--- src/design/epoch_seconds_to_local_date_assert.svh ---
// assertion macros for the epoch to date converter
`ifndef EPOCH_SECONDS_TO_LOCAL_DATE_ASSERT_SVH
`define EPOCH_SECONDS_TO_LOCAL_DATE_ASSERT_SVH
`ifndef NO_ASSERTIONS
`define ES2LD_ASSERT_IMPLY(label, clk, rst_n, a, c) \
  label: assert property (@(posedge clk) disable iff (!rst_n) (a) |-> (c)) \
    else $error("es2ld implication failed");
`define ES2LD_ASSERT_NEXT(label, clk, rst_n, a, c) \
  label: assert property (@(posedge clk) disable iff (!rst_n) (a) |=> (c)) \
    else $error("es2ld next-cycle check failed");
`else
`define ES2LD_ASSERT_IMPLY(label, clk, rst_n, a, c)
`define ES2LD_ASSERT_NEXT(label, clk, rst_n, a, c)
`endif
`endif

--- src/design/es2ld_pkg.sv ---
`default_nettype none
package es2ld_pkg;

  localparam logic [25:0] DAY_RECIP   = 26'd50903317;  // 2^35 / 675
  localparam logic [31:0] SEC_PER_DAY = 32'd86400;
  localparam logic [15:0] HOUR_RECIP  = 16'd37283;     // 2^27 / 3600
  localparam logic [15:0] CYC_RECIP   = 16'd45934;     // 2^26 / 1461
  localparam logic [16:0] WEEK_RECIP  = 17'd74899;     // 2^19 / 7
  localparam logic [12:0] MIN_RECIP   = 13'd4370;      // 2^18 / 60
  localparam logic [10:0] MOD7_RECIP  = 11'd1171;      // 2^13 / 7
  localparam logic [7:0]  BASE_YEAR   = 8'd70;
  localparam logic [8:0]  BEGIN_DAY   = 9'd119;
  localparam logic [8:0]  END_DAY     = 9'd303;
  localparam logic [8:0]  BEGIN_74    = 9'd5;
  localparam logic [8:0]  END_74      = 9'd333;
  localparam logic [8:0]  BEGIN_75    = 9'd58;
  localparam logic [8:0]  LEAP_SHIFT  = 9'd58;
  localparam logic [7:0]  YEAR_74     = 8'd74;
  localparam logic [7:0]  YEAR_75     = 8'd75;
  localparam logic [31:0] DST_SECS    = 32'd3600;
  localparam logic [4:0]  DST_HOUR_ON = 5'd2;

  typedef struct packed {
    logic [5:0] sec;
    logic [5:0] min;
    logic [4:0] hour;
    logic [4:0] mday;
    logic [3:0] mon;
    logic [7:0] year;
    logic [2:0] wday;
    logic [8:0] yday;
  } cal_t;

  function automatic logic [8:0] month_start(input logic [3:0] m, input logic leap);
    logic [8:0] s;
    case (m)
      4'd0:    s = 9'd0;
      4'd1:    s = 9'd31;
      4'd2:    s = 9'd59;
      4'd3:    s = 9'd90;
      4'd4:    s = 9'd120;
      4'd5:    s = 9'd151;
      4'd6:    s = 9'd181;
      4'd7:    s = 9'd212;
      4'd8:    s = 9'd243;
      4'd9:    s = 9'd273;
      4'd10:   s = 9'd304;
      4'd11:   s = 9'd334;
      default: s = 9'd0;
    endcase
    if (leap && m >= 4'd2) begin
      s = s + 9'd1;
    end
    return s;
  endfunction

endpackage
`default_nettype wire

--- src/design/es2ld_conv.sv ---
`default_nettype none
module es2ld_conv
  import es2ld_pkg::*;
(
  input  wire logic        clk,
  input  wire logic        en,
  input  wire logic [31:0] secs,
  output cal_t             cal
);

  // stage 1: day reciprocal product
  logic [31:0] s1_r;
  logic [50:0] p1_r;
  // stage 2: days and seconds of day
  logic [15:0] days2_r;
  logic [16:0] rem2_r;
  // stage 3: reciprocal products
  logic [15:0] days3_r;
  logic [16:0] rem3_r;
  logic [32:0] ph3_r;
  logic [31:0] pc3_r;
  logic [33:0] pw3_r;
  // stage 4: hour, four-year cycle, weekday
  logic [4:0]  hour4_r;
  logic [11:0] r24_r;
  logic [5:0]  cyc4_r;
  logic [10:0] rc4_r;
  logic [2:0]  wday4_r;
  // stage 5: year and day of year
  logic [4:0]  hour5_r;
  logic [11:0] r25_r;
  logic [24:0] pm5_r;
  logic [2:0]  wday5_r;
  logic [7:0]  year5_r;
  logic [8:0]  yday5_r;
  logic        leap5_r;
  // stage 6
  cal_t        cal_r;

  logic [15:0] days2_nxt;
  logic [16:0] days_p4;
  logic [4:0]  hour4_nxt;
  logic [5:0]  cyc4_nxt;
  logic [14:0] wq4;
  logic [1:0]  yk;
  logic [10:0] yoff;
  logic [5:0]  min6;
  logic [3:0]  mon6;
  logic [8:0]  mstart;

  always_comb begin
    days2_nxt = p1_r[50:35];
    days_p4   = {1'b0, days3_r} + 17'd4;
    hour4_nxt = ph3_r[31:27];
    cyc4_nxt  = pc3_r[31:26];
    wq4       = pw3_r[33:19];
    if (rc4_r >= 11'd1096) begin
      yk = 2'd3; yoff = 11'd1096;
    end else if (rc4_r >= 11'd730) begin
      yk = 2'd2; yoff = 11'd730;
    end else if (rc4_r >= 11'd365) begin
      yk = 2'd1; yoff = 11'd365;
    end else begin
      yk = 2'd0; yoff = 11'd0;
    end
    min6 = pm5_r[23:18];
    mon6 = 4'd0;
    for (int m = 1; m < 12; m++) begin
      if (yday5_r >= month_start(4'(m), leap5_r)) begin
        mon6 = 4'(m);
      end
    end
    mstart = month_start(mon6, leap5_r);
  end

  always_ff @(posedge clk) begin
    if (en) begin
      s1_r    <= secs;
      p1_r    <= 51'(secs[31:7]) * 51'(DAY_RECIP);

      days2_r <= days2_nxt;
      rem2_r  <= 17'(s1_r - 32'(32'(days2_nxt) * SEC_PER_DAY));

      days3_r <= days2_r;
      rem3_r  <= rem2_r;
      ph3_r   <= 33'(rem2_r) * 33'(HOUR_RECIP);
      pc3_r   <= 32'(days2_r) * 32'(CYC_RECIP);
      pw3_r   <= 34'({1'b0, days2_r} + 17'd4) * 34'(WEEK_RECIP);

      hour4_r <= hour4_nxt;
      r24_r   <= 12'(rem3_r - 17'(17'(hour4_nxt) * 17'd3600));
      cyc4_r  <= cyc4_nxt;
      rc4_r   <= 11'(days3_r - 16'(16'(cyc4_nxt) * 16'd1461));
      wday4_r <= 3'(days_p4 - 17'(17'(wq4) * 17'd7));

      hour5_r <= hour4_r;
      r25_r   <= r24_r;
      pm5_r   <= 25'(r24_r) * 25'(MIN_RECIP);
      wday5_r <= wday4_r;
      year5_r <= BASE_YEAR + 8'({cyc4_r, 2'b00}) + 8'(yk);
      yday5_r <= 9'(rc4_r - yoff);
      leap5_r <= (yk == 2'd2);

      cal_r.sec  <= 6'(r25_r - 12'(12'(min6) * 12'd60));
      cal_r.min  <= min6;
      cal_r.hour <= hour5_r;
      cal_r.mon  <= mon6;
      cal_r.mday <= 5'(yday5_r - mstart + 9'd1);
      cal_r.year <= year5_r;
      cal_r.wday <= wday5_r;
      cal_r.yday <= yday5_r;
    end
  end

  assign cal = cal_r;

endmodule
`default_nettype wire

--- src/design/epoch_seconds_to_local_date.sv ---
// Epoch seconds to calendar date converter.
// Input channel: in_valid/in_ready with in_epoch_seconds, unsigned seconds
// since 1970. Output channel: out_valid/out_ready with the broken-down date
// fields and out_is_dst. cfg_we/cfg_wdata write dst_enable (reset value 1);
// write it only while no request is in flight.
// One request can enter every cycle while the output is not stalled: the
// plain and the one-hour-later conversion run side by side in two
// 6-stage date pipelines, followed by a boundary-Sunday stage and a
// select stage that drives the output registers.
// When the receiver holds out_ready low with a result waiting, the whole
// pipeline freezes and in_ready drops; nothing is lost or repeated.
// Synchronous reset clears all valid bits and sets dst_enable to 1.
`default_nettype none
`include "epoch_seconds_to_local_date_assert.svh"
module epoch_seconds_to_local_date
  import es2ld_pkg::*;
(
  input  wire logic        clk,
  input  wire logic        rst_n,
  input  wire logic        in_valid,
  output logic             in_ready,
  input  wire logic [31:0] in_epoch_seconds,
  output logic             out_valid,
  input  wire logic        out_ready,
  output logic [5:0]       out_second,
  output logic [5:0]       out_minute,
  output logic [4:0]       out_hour,
  output logic [4:0]       out_month_day,
  output logic [3:0]       out_month,
  output logic [7:0]       out_year_since_1900,
  output logic [2:0]       out_weekday,
  output logic [8:0]       out_year_day,
  output logic             out_is_dst,
  input  wire logic        cfg_we,
  input  wire logic        cfg_wdata
);

  logic       adv;
  logic [7:0] vld_r;
  logic [7:0] vld_nxt;
  logic       dst_en_r;
  cal_t       cal_a;
  cal_t       cal_b;

  // boundary stage registers
  cal_t       a1_r;
  cal_t       b1_r;
  logic [8:0] db1_r;
  logic [8:0] de1_r;
  logic [10:0] xb1_r;
  logic [10:0] xe1_r;
  logic [21:0] pb1_r;
  logic [21:0] pe1_r;

  cal_t       out_r;
  logic       dst_r;

  logic [8:0]  db_nxt;
  logic [8:0]  de_nxt;
  logic [8:0]  db_raw;
  logic [8:0]  de_raw;
  logic        leap_a;
  logic [10:0] xb_nxt;
  logic [10:0] xe_nxt;
  logic [8:0]  sun_b;
  logic [8:0]  sun_e;
  logic        in_win;

  assign adv      = !vld_r[7] || out_ready;
  assign in_ready = adv;
  assign vld_nxt  = {vld_r[6:0], in_valid};

  es2ld_conv u_conv_plain (
    .clk  (clk),
    .en   (adv),
    .secs (in_epoch_seconds),
    .cal  (cal_a)
  );

  es2ld_conv u_conv_dst (
    .clk  (clk),
    .en   (adv),
    .secs (in_epoch_seconds + DST_SECS),
    .cal  (cal_b)
  );

  always_comb begin
    leap_a = (cal_a.year[1:0] == 2'b00);
    if (cal_a.year == YEAR_74) begin
      db_raw = BEGIN_74; de_raw = END_74;
    end else if (cal_a.year == YEAR_75) begin
      db_raw = BEGIN_75; de_raw = END_DAY;
    end else begin
      db_raw = BEGIN_DAY; de_raw = END_DAY;
    end
    db_nxt = db_raw + 9'((db_raw >= LEAP_SHIFT) && leap_a);
    de_nxt = de_raw + 9'((de_raw >= LEAP_SHIFT) && leap_a);
    xb_nxt = 11'(db_nxt) - 11'(cal_a.yday) + 11'(cal_a.wday) + 11'd700;
    xe_nxt = 11'(de_nxt) - 11'(cal_a.yday) + 11'(cal_a.wday) + 11'd700;

    sun_b = db1_r - 9'(xb1_r - 11'(11'(pb1_r[21:13]) * 11'd7));
    sun_e = de1_r - 9'(xe1_r - 11'(11'(pe1_r[21:13]) * 11'd7));
    in_win = dst_en_r &&
             ((a1_r.yday > sun_b) || (a1_r.yday == sun_b && a1_r.hour >= DST_HOUR_ON)) &&
             ((a1_r.yday < sun_e) || (a1_r.yday == sun_e && a1_r.hour == 5'd0));
  end

  always_ff @(posedge clk) begin
    if (!rst_n) begin
      vld_r    <= '0;
      dst_en_r <= 1'b1;
    end else begin
      if (adv) begin
        vld_r <= vld_nxt;
      end
      if (cfg_we) begin
        dst_en_r <= cfg_wdata;
      end
    end
  end

  always_ff @(posedge clk) begin
    if (adv) begin
      a1_r  <= cal_a;
      b1_r  <= cal_b;
      db1_r <= db_nxt;
      de1_r <= de_nxt;
      xb1_r <= xb_nxt;
      xe1_r <= xe_nxt;
      pb1_r <= 22'(xb_nxt) * 22'(MOD7_RECIP);
      pe1_r <= 22'(xe_nxt) * 22'(MOD7_RECIP);
      out_r <= in_win ? b1_r : a1_r;
      dst_r <= in_win;
    end
  end

  assign out_valid           = vld_r[7];
  assign out_second          = out_r.sec;
  assign out_minute          = out_r.min;
  assign out_hour            = out_r.hour;
  assign out_month_day       = out_r.mday;
  assign out_month           = out_r.mon;
  assign out_year_since_1900 = out_r.year;
  assign out_weekday         = out_r.wday;
  assign out_year_day        = out_r.yday;
  assign out_is_dst          = dst_r;

  `ES2LD_ASSERT_IMPLY(a_month_range, clk, rst_n, out_valid, out_month <= 4'd11 && out_month_day != 5'd0)
  `ES2LD_ASSERT_IMPLY(a_time_range, clk, rst_n, out_valid, out_hour <= 5'd23 && out_minute <= 6'd59 && out_second <= 6'd59)
  `ES2LD_ASSERT_NEXT(a_stall_hold, clk, rst_n, out_valid && !out_ready, out_valid && $stable(out_r) && $stable(dst_r))

endmodule
`default_nettype wire
--- config.mk ---
export PLATFORM = sky130hd
export DESIGN_NAME = epoch_seconds_to_local_date
export DESIGN_NICKNAME = d
export VERILOG_FILES = /design/src/design/es2ld_pkg.sv /design/src/design/es2ld_conv.sv /design/src/design/epoch_seconds_to_local_date.sv
export VERILOG_INCLUDE_DIRS = /design/src /design/src/design
export SDC_FILE = /design/constraint.sdc
export NUM_CORES = 2
export LEC_CHECK = 0
export BUFFER_PORTS_ARGS = -buffer_cell sky130_fd_sc_hd__buf_2
export CAP_MARGIN = 20
export CORE_MARGIN = 5
export CORE_UTILIZATION = 35
export CTS_CLUSTER_SIZE = 30
export DETAILED_ROUTE_END_ITERATION = 8
export HOLD_SLACK_MARGIN = 0.12
export PLACE_DENSITY = 0.57
export RECOVER_POWER = 25
export SLEW_MARGIN = 20
export SYNTH_ARGS = -nofsm -noshare
export SYNTH_HDL_FRONTEND = slang
export SYNTH_SLANG_ARGS = --single-unit
--- constraint.sdc ---
create_clock -name clk -period 22.6 [get_ports clk]
set_input_delay 4.52 -clock clk [delete_from_list [all_inputs] [get_ports clk]]
set_output_delay 4.52 -clock clk [all_outputs]
set_load 0.01 [all_outputs]
== After elaboration in Yosys (flattened, before gate mapping) ==
Memories as Yosys holds them, arrays and structs flattened.
Cells that the tools add are included.

* Register bits: 946
* ROM bits: 288
* Input bits: 38
* Output and inout bits: 49
* Word-level logic and storage cells: 271
* Memories: 2

{| class="wikitable"
|+ Memory list
! memory !! words !! width !! rd ports !! clocked after memory_dff !! wr ports !! line !! source
|-
| (no name shown) || 16 || 9 || 1 || 0 || 0 || es2ld_pkg.sv:36 || <nowiki>case (m)</nowiki>
|-
| (no name shown) || 16 || 9 || 1 || 0 || 0 || es2ld_pkg.sv:36 ||
|}

* Add/subtract/negate cells: 39
* Multiply operators: 24
* Magnitude comparators: 35
* Eq/ne operators: 6
* Mux-type cells: 60
* Reduce and logical (&&, ||, !) cells: 14

{| class="wikitable"
|+ Operators by type and width
! kind !! number
|-
| $mul A25 B26 Y51 const B || 2
|-
| $mux W4 || 20
|-
| $ge A9 B8 Y1 || 8
|-
| $mul A34 B17 Y34 const B || 2
|-
| $mul A17 B16 Y32 const B || 2
|-
| $mul A16 B15 Y31 const B || 2
|-
| $ge A9 B9 Y1 || 6
|-
| $mux W9 || 6
|-
| $sub A9 B9 Y9 || 6
|-
| $mul A12 B12 Y23 const B || 2
|-
| $mux W46 || 1
|-
| $mul A11 B11 Y22 const B || 2
|-
| $ge A9 B7 Y1 || 4
|-
| $add A16 B3 Y17 const B || 2
|-
| $sub A17 B17 Y17 || 2
|-
| $add A32 B12 Y32 const B || 1
|-
| $mul A16 B10 Y10 const B || 2
|-
| $mul A15 B3 Y3 const B || 2
|-
| $sub A12 B12 Y12 || 2
|-
| $add A10 B4 Y11 || 2
|-
| $add A11 B10 Y11 const B || 2
|-
| $ge A11 B10 Y1 const B || 2
|-
| $ge A11 B11 Y1 const B || 2
|-
| $ge A11 B9 Y1 const B || 2
|-
| 34 further kinds || 94
|}

== Logic depth before layout (Yosys ltp) ==
* Depth after elaboration: 17
* Gate-level depth with buffers: 36
* Mapped depth without buffers: 36

== Cells and area by module ==
From an unflattened synthesis, not the netlist that was laid out.

* Cells, all modules: 6,808
* Area, all modules: 77,870.9 µm²

{| class="wikitable"
|+ By module, submodules not included
! module !! instances !! cells an instance !! area each (µm²) !! sequential area each (µm²)
|-
| es2ld_conv (u_conv_plain) || 1 || 2,904 || 32,492.4 || 6,726.5
|-
| es2ld_conv (u_conv_dst) || 1 || 2,811 || 31,774.2 || 6,726.5
|-
| epoch_seconds_to_local_date || 1 || 1,093 || 13,604.3 || 5,735.5
|}

== Worst setup path before layout ==
Ideal clock, no wire load.

* Path kind: input-to-reg
* Start point: in out_ready
* End point: reg a1_r[0] (netlist name), enable pin
* Library setup time: 4.846 ns
* Arrival time: 16.068 ns
* Required time: 17.754 ns
* Slack: 1.687 ns
* Cell stages on the path: 3
* Buffers on the path: 1
* Cells stage by stage: nor2b_1 -> clkbuf_1 -> clkinv_1

* Word-level cells in the longest chain between the ends: 1

{| class="wikitable"
|+ RTL lines
! what !! line !! source
|-
| start: declaration || epoch_seconds_to_local_date.sv:24 || <nowiki>input wire logic out_ready,</nowiki>
|-
| $logic_or A1 B1 Y1 || epoch_seconds_to_local_date.sv:69 || <nowiki>assign adv = !vld_r[7] || out_ready;</nowiki>
|-
| net in_ready || epoch_seconds_to_local_date.sv:21 || <nowiki>output logic in_ready,</nowiki>
|-
| end signal: assignment || epoch_seconds_to_local_date.sv:124 || <nowiki>a1_r <= cal_a;</nowiki>
|-
| end: declaration || epoch_seconds_to_local_date.sv:46 || <nowiki>cal_t a1_r;</nowiki>
|}

The timed path passes the listed nets, and every way through them passes these cells.
A chain may end at the register's enable or synchronous reset.

== Final worst setup path ==
* Start point: in in_epoch_seconds[10]
* End point: reg u_conv_dst.p1_r[50] (data pin)

* Word-level cells in the longest chain between the ends: 2

{| class="wikitable"
|+ RTL lines
! what !! line !! source
|-
| start: declaration || epoch_seconds_to_local_date.sv:22 || <nowiki>input wire logic [31:0] in_epoch_seconds,</nowiki>
|-
| $add A32 B12 Y32 || epoch_seconds_to_local_date.sv:83 || <nowiki>.secs (in_epoch_seconds + DST_SECS),</nowiki>
|-
| $mul A25 B26 Y51 || es2ld_conv.sv:79 || <nowiki>p1_r <= 51'(secs[31:7]) * 51'(DAY_RECIP);</nowiki>
|-
| end signal: assignment || es2ld_conv.sv:79 ||
|-
| end: declaration || es2ld_conv.sv:13 || <nowiki>logic [50:0] p1_r;</nowiki>
|}

No other way between the ends.

==> results.json <==
{
  "final_cell_mix": "ha_1, inv_1, fa_1, edfxtp_1, xnor2_1",
  "coreArea_sq_um": 217000,
  "grt_overflow": 0,
  "dieWidth_um": 476,
  "drive_gt1_share_pct": 4.57,
  "cts_max_level": 3,
  "cp.required_ns": 23.06,
  "port_buffers": 86,
  "synth_edf_count": 610,
  "final_area_sq_um": 82700,
  "insertion_delay_ns": 0.71,
  "final_common_cell": "ha_1",
  "rsz0062_at_grt": "no",
  "worstSetupPathType": "in -> reg",
  "dpl-instance-area_sq_um": 80200,
  "max_stage_delay_ns": 0.60,
  "final_max_slew_viol_count": 0,
  "rows": 171,
  "worst_slew_pin_slew_ns": 1.13,
  "grt_max_degree": 114,
  "status": "complete, no violations",
  "setup_ws_ns": 9.03,
  "ys_seq_area_share_pct": 24.3,
  "yosysUniqueCellTypes": 74,
  "drc": 0,
  "wl_um": 161000,
  "drt_first_pass_iters": 5,
  "fmax_mhz": 73.7,
  "cp_max_fo": 10,
  "synthMuxAreaShare_pct": 0.721,
  "numCtsBuffers": 74,
  "worstHoldPathCells": 0,
  "initial_utilization_pct": 35.1,
  "ys_warn_count": 0,
  "fin_crit_sh_pct": 60.0,
  "rr_worst_depth": 35,
  "grt_usage_pct": 14.7,
  "fin_nets": 9501,
  "synthCells": 6588,
  "routed-via-count": 44921,
  "cpMostUsedCell": "inv_1",
  "syn_area_sq_um": 76000,
  "drt-initial-drc-count": 1790,
  "start_kind": "input port",
  "hold_buffers": 0,
  "reg2reg_to": "pe1_r[21]$_DFFE_PP_",
  "period_minus_slack_ns": 13.57,
  "pre_cts_ws_ns": 8.17,
  "ys.flop_type": "edfxtp_1",
  "synth_compound_area_share_pct": 5.61,
  "syn_avg_cell_area_sq_um": 11.5,
  "ys_seq_elements": 619,
  "min-delay-start": "u_conv_dst.pm5_r[23]$_DFFE_PP_",
  "cts_tree": "built",
  "hold_end": "u_conv_dst.cal[39]$_DFFE_PP_",
  "end_kind": "flip-flop",
  "timing.slew.headroom_pct": 23.7,
  "dieArea_sq_um": 227000,
  "max_cap_viol_count": 0,
  "clockBufferDepth": 3,
  "cts.sinks": 619,
  "antenna_found_initial": 5,
  "place.gp.congestion": 0.910,
  "yosys.area_share.simple_pct": 3.44,
  "synth_xor_area_share_pct": 4.25,
  "area_growth_pct": 8.77,
  "r2r-start": "u_conv_plain.cal[13]$_DFFE_PP_",
  "cts_root_buf": "clkbuf_16",
  "setup_tns_ns": 0,
  "cts_resized": 0,
  "wire_per_inst_um": 16.7,
  "dp.final_hpwl_um": 137000,
  "holdCritPathClass": "reg -> reg",
  "vias_per_cell": 4.64,
  "grt_pass1_vias": 48530,
  "ioPinCount": 87,
  "setup_violations": 0,
  "skew_ns": 0.0534,
  "async_flop_share_pct": 0,
  "grt_pass1_wl_um": 265000,
  "slowest_stage": "xnor2_1",
  "r2r_setup_slack_ns": 13.74,
  "synth_top_family_by_area": "adder cells",
  "die_y_um": 476,
  "path_clk_slew_ns": 0.08,
  "antenna_left": 0,
  "post_cts_buffers": 0,
  "finalHoldViolCount": 0,
  "synthAdderAreaFrac_pct": 53.3,
  "crit_arrival_ns": 14.02
}
routing by layer:
| layer | track usage, % | vias to the layer above | share of wire (%) | wire, um |
|---|---|---|---|---|
| li1 | - | 22058 | - | - |
| met1 | 20.0 | 22139 | 47 | 75100 |
| met2 | 25.1 | 548 | 48 | 77000 |
| met3 | 2.12 | 172 | 3.6 | 5760 |
| met4 | 2.91 | 4 | 2.0 | 3280 |
| met5 | 0 | - | 0.017 | 27 |
cell type report:
cell class | count | area (sq um)
clock inverters | 51 | 581
repair buffers | 116 | 656
diodes | 3 | 7.51
multi-input cells | 4290 | 51200
flip-flops and latches | 619 | 18500
inverters | 1662 | 6250
clock buffers | 85 | 1890
well taps | 2854 | 3570
fillers | 21063 | 134000
kinds of logic (layout without fill, tap and decap cells):
family | count (synthesis) | count (layout)
flops | 619 | 619
fa+ha+maj | 2700 | 2700
xor+xnor | 369 | 369
compound gates | 633 | 633
mux | 49 | 49
buf+inv | 1680 | 1914
simple gates | 537 | 537
other cells | 1 | 5
flip-flops by register name, summed over array words and instances, names as in the netlist, 11 cells and up:
name                  flops
a1_r                     46
u_conv_plain.cal         46
b1_r                     44
u_conv_dst.cal           44
u_conv_dst.p1_r          18
u_conv_plain.p1_r        18
u_conv_plain.rem2_r      17
u_conv_dst.days2_r       16
u_conv_plain.days2_r     16
u_conv_plain.s1_r        15
u_conv_dst.rem2_r        13
u_conv_plain.r24_r       12
u_conv_dst.rc4_r         11
u_conv_dst.s1_r          11
u_conv_plain.rc4_r       11
u_conv_plain.rem3_r      11
synth_stat cells (10+ instances only):
| master | instances | area share [%] |
|---|---|---|
| ha_1 | 1801 | 30 |
| inv_1 | 1661 | 8.2 |
| fa_1 | 899 | 24 |
| edfxtp_1 | 610 | 24 |
| xnor2_1 | 265 | 3.1 |
| a21oi_1 | 166 | 1.1 |
| nor2_1 | 139 | 0.69 |
| a21o_1 | 138 | 1.4 |
| nand2_1 | 126 | 0.62 |
| xor2_1 | 104 | 1.2 |
| o21ai_0 | 100 | 0.66 |
| nor3_1 | 48 | 0.32 |
| mux2_2 | 46 | 0.68 |
| nand3_1 | 46 | 0.30 |
| nand2b_1 | 42 | 0.35 |
| o21a_1 | 38 | 0.38 |
| nor2b_1 | 36 | 0.30 |
| o21bai_1 | 34 | 0.34 |
| nand4_1 | 29 | 0.24 |
| a21boi_0 | 21 | 0.21 |
| o211ai_1 | 21 | 0.21 |
| and3_1 | 19 | 0.16 |
| clkbuf_1 | 14 | 0.069 |
| a31oi_1 | 12 | 0.099 |
| or2_2 | 12 | 0.099 |
| a31o_2 | 11 | 0.13 |
| a211oi_1 | 10 | 0.099 |
worst max-delay path, delay by kind of cell:
kind	cells	cell delay, ns
adder cells (fa/ha/maj)	9	3.96
buffers and inverters	8	1.19
XOR/XNOR	2	0.71
AO/OA/AOI/OAI	6	1.54
AND/OR/NAND/NOR	10	2.11
how the worst max path moves through the flow:
stage | from | to | cells past startpoint
2_1_floorplan | out_ready | a1_r[0]$_DFFE_PP_ | 3
3_3_place_gp | in_epoch_seconds[10] | u_conv_dst.p1_r[50]$_DFFE_PP_ | 35
3_5_place_dp | in_epoch_seconds[10] | u_conv_dst.p1_r[50]$_DFFE_PP_ | 35
4_1_cts | in_epoch_seconds[10] | u_conv_dst.p1_r[50]$_DFFE_PP_ | 35
5_1_grt | in_epoch_seconds[10] | u_conv_dst.p1_r[50]$_DFFE_PP_ | 35
6_report | in_epoch_seconds[10] | u_conv_dst.p1_r[50]$_DFFE_PP_ | 35
through the flow:
stage,instances,hold slack [ns],util (%)
floorplan,6589,0.400,-
global placement,9541,0.401,37.0
detailed placement,9541,0.405,37.0
CTS,9677,0.389,38.2
global route,9677,0.395,38.2
finish,9680,0.399,38.2
Power is left out: the tool's default activity adds up to more than one toggle a clock period on the data nets, which glitch-free logic cannot reach.
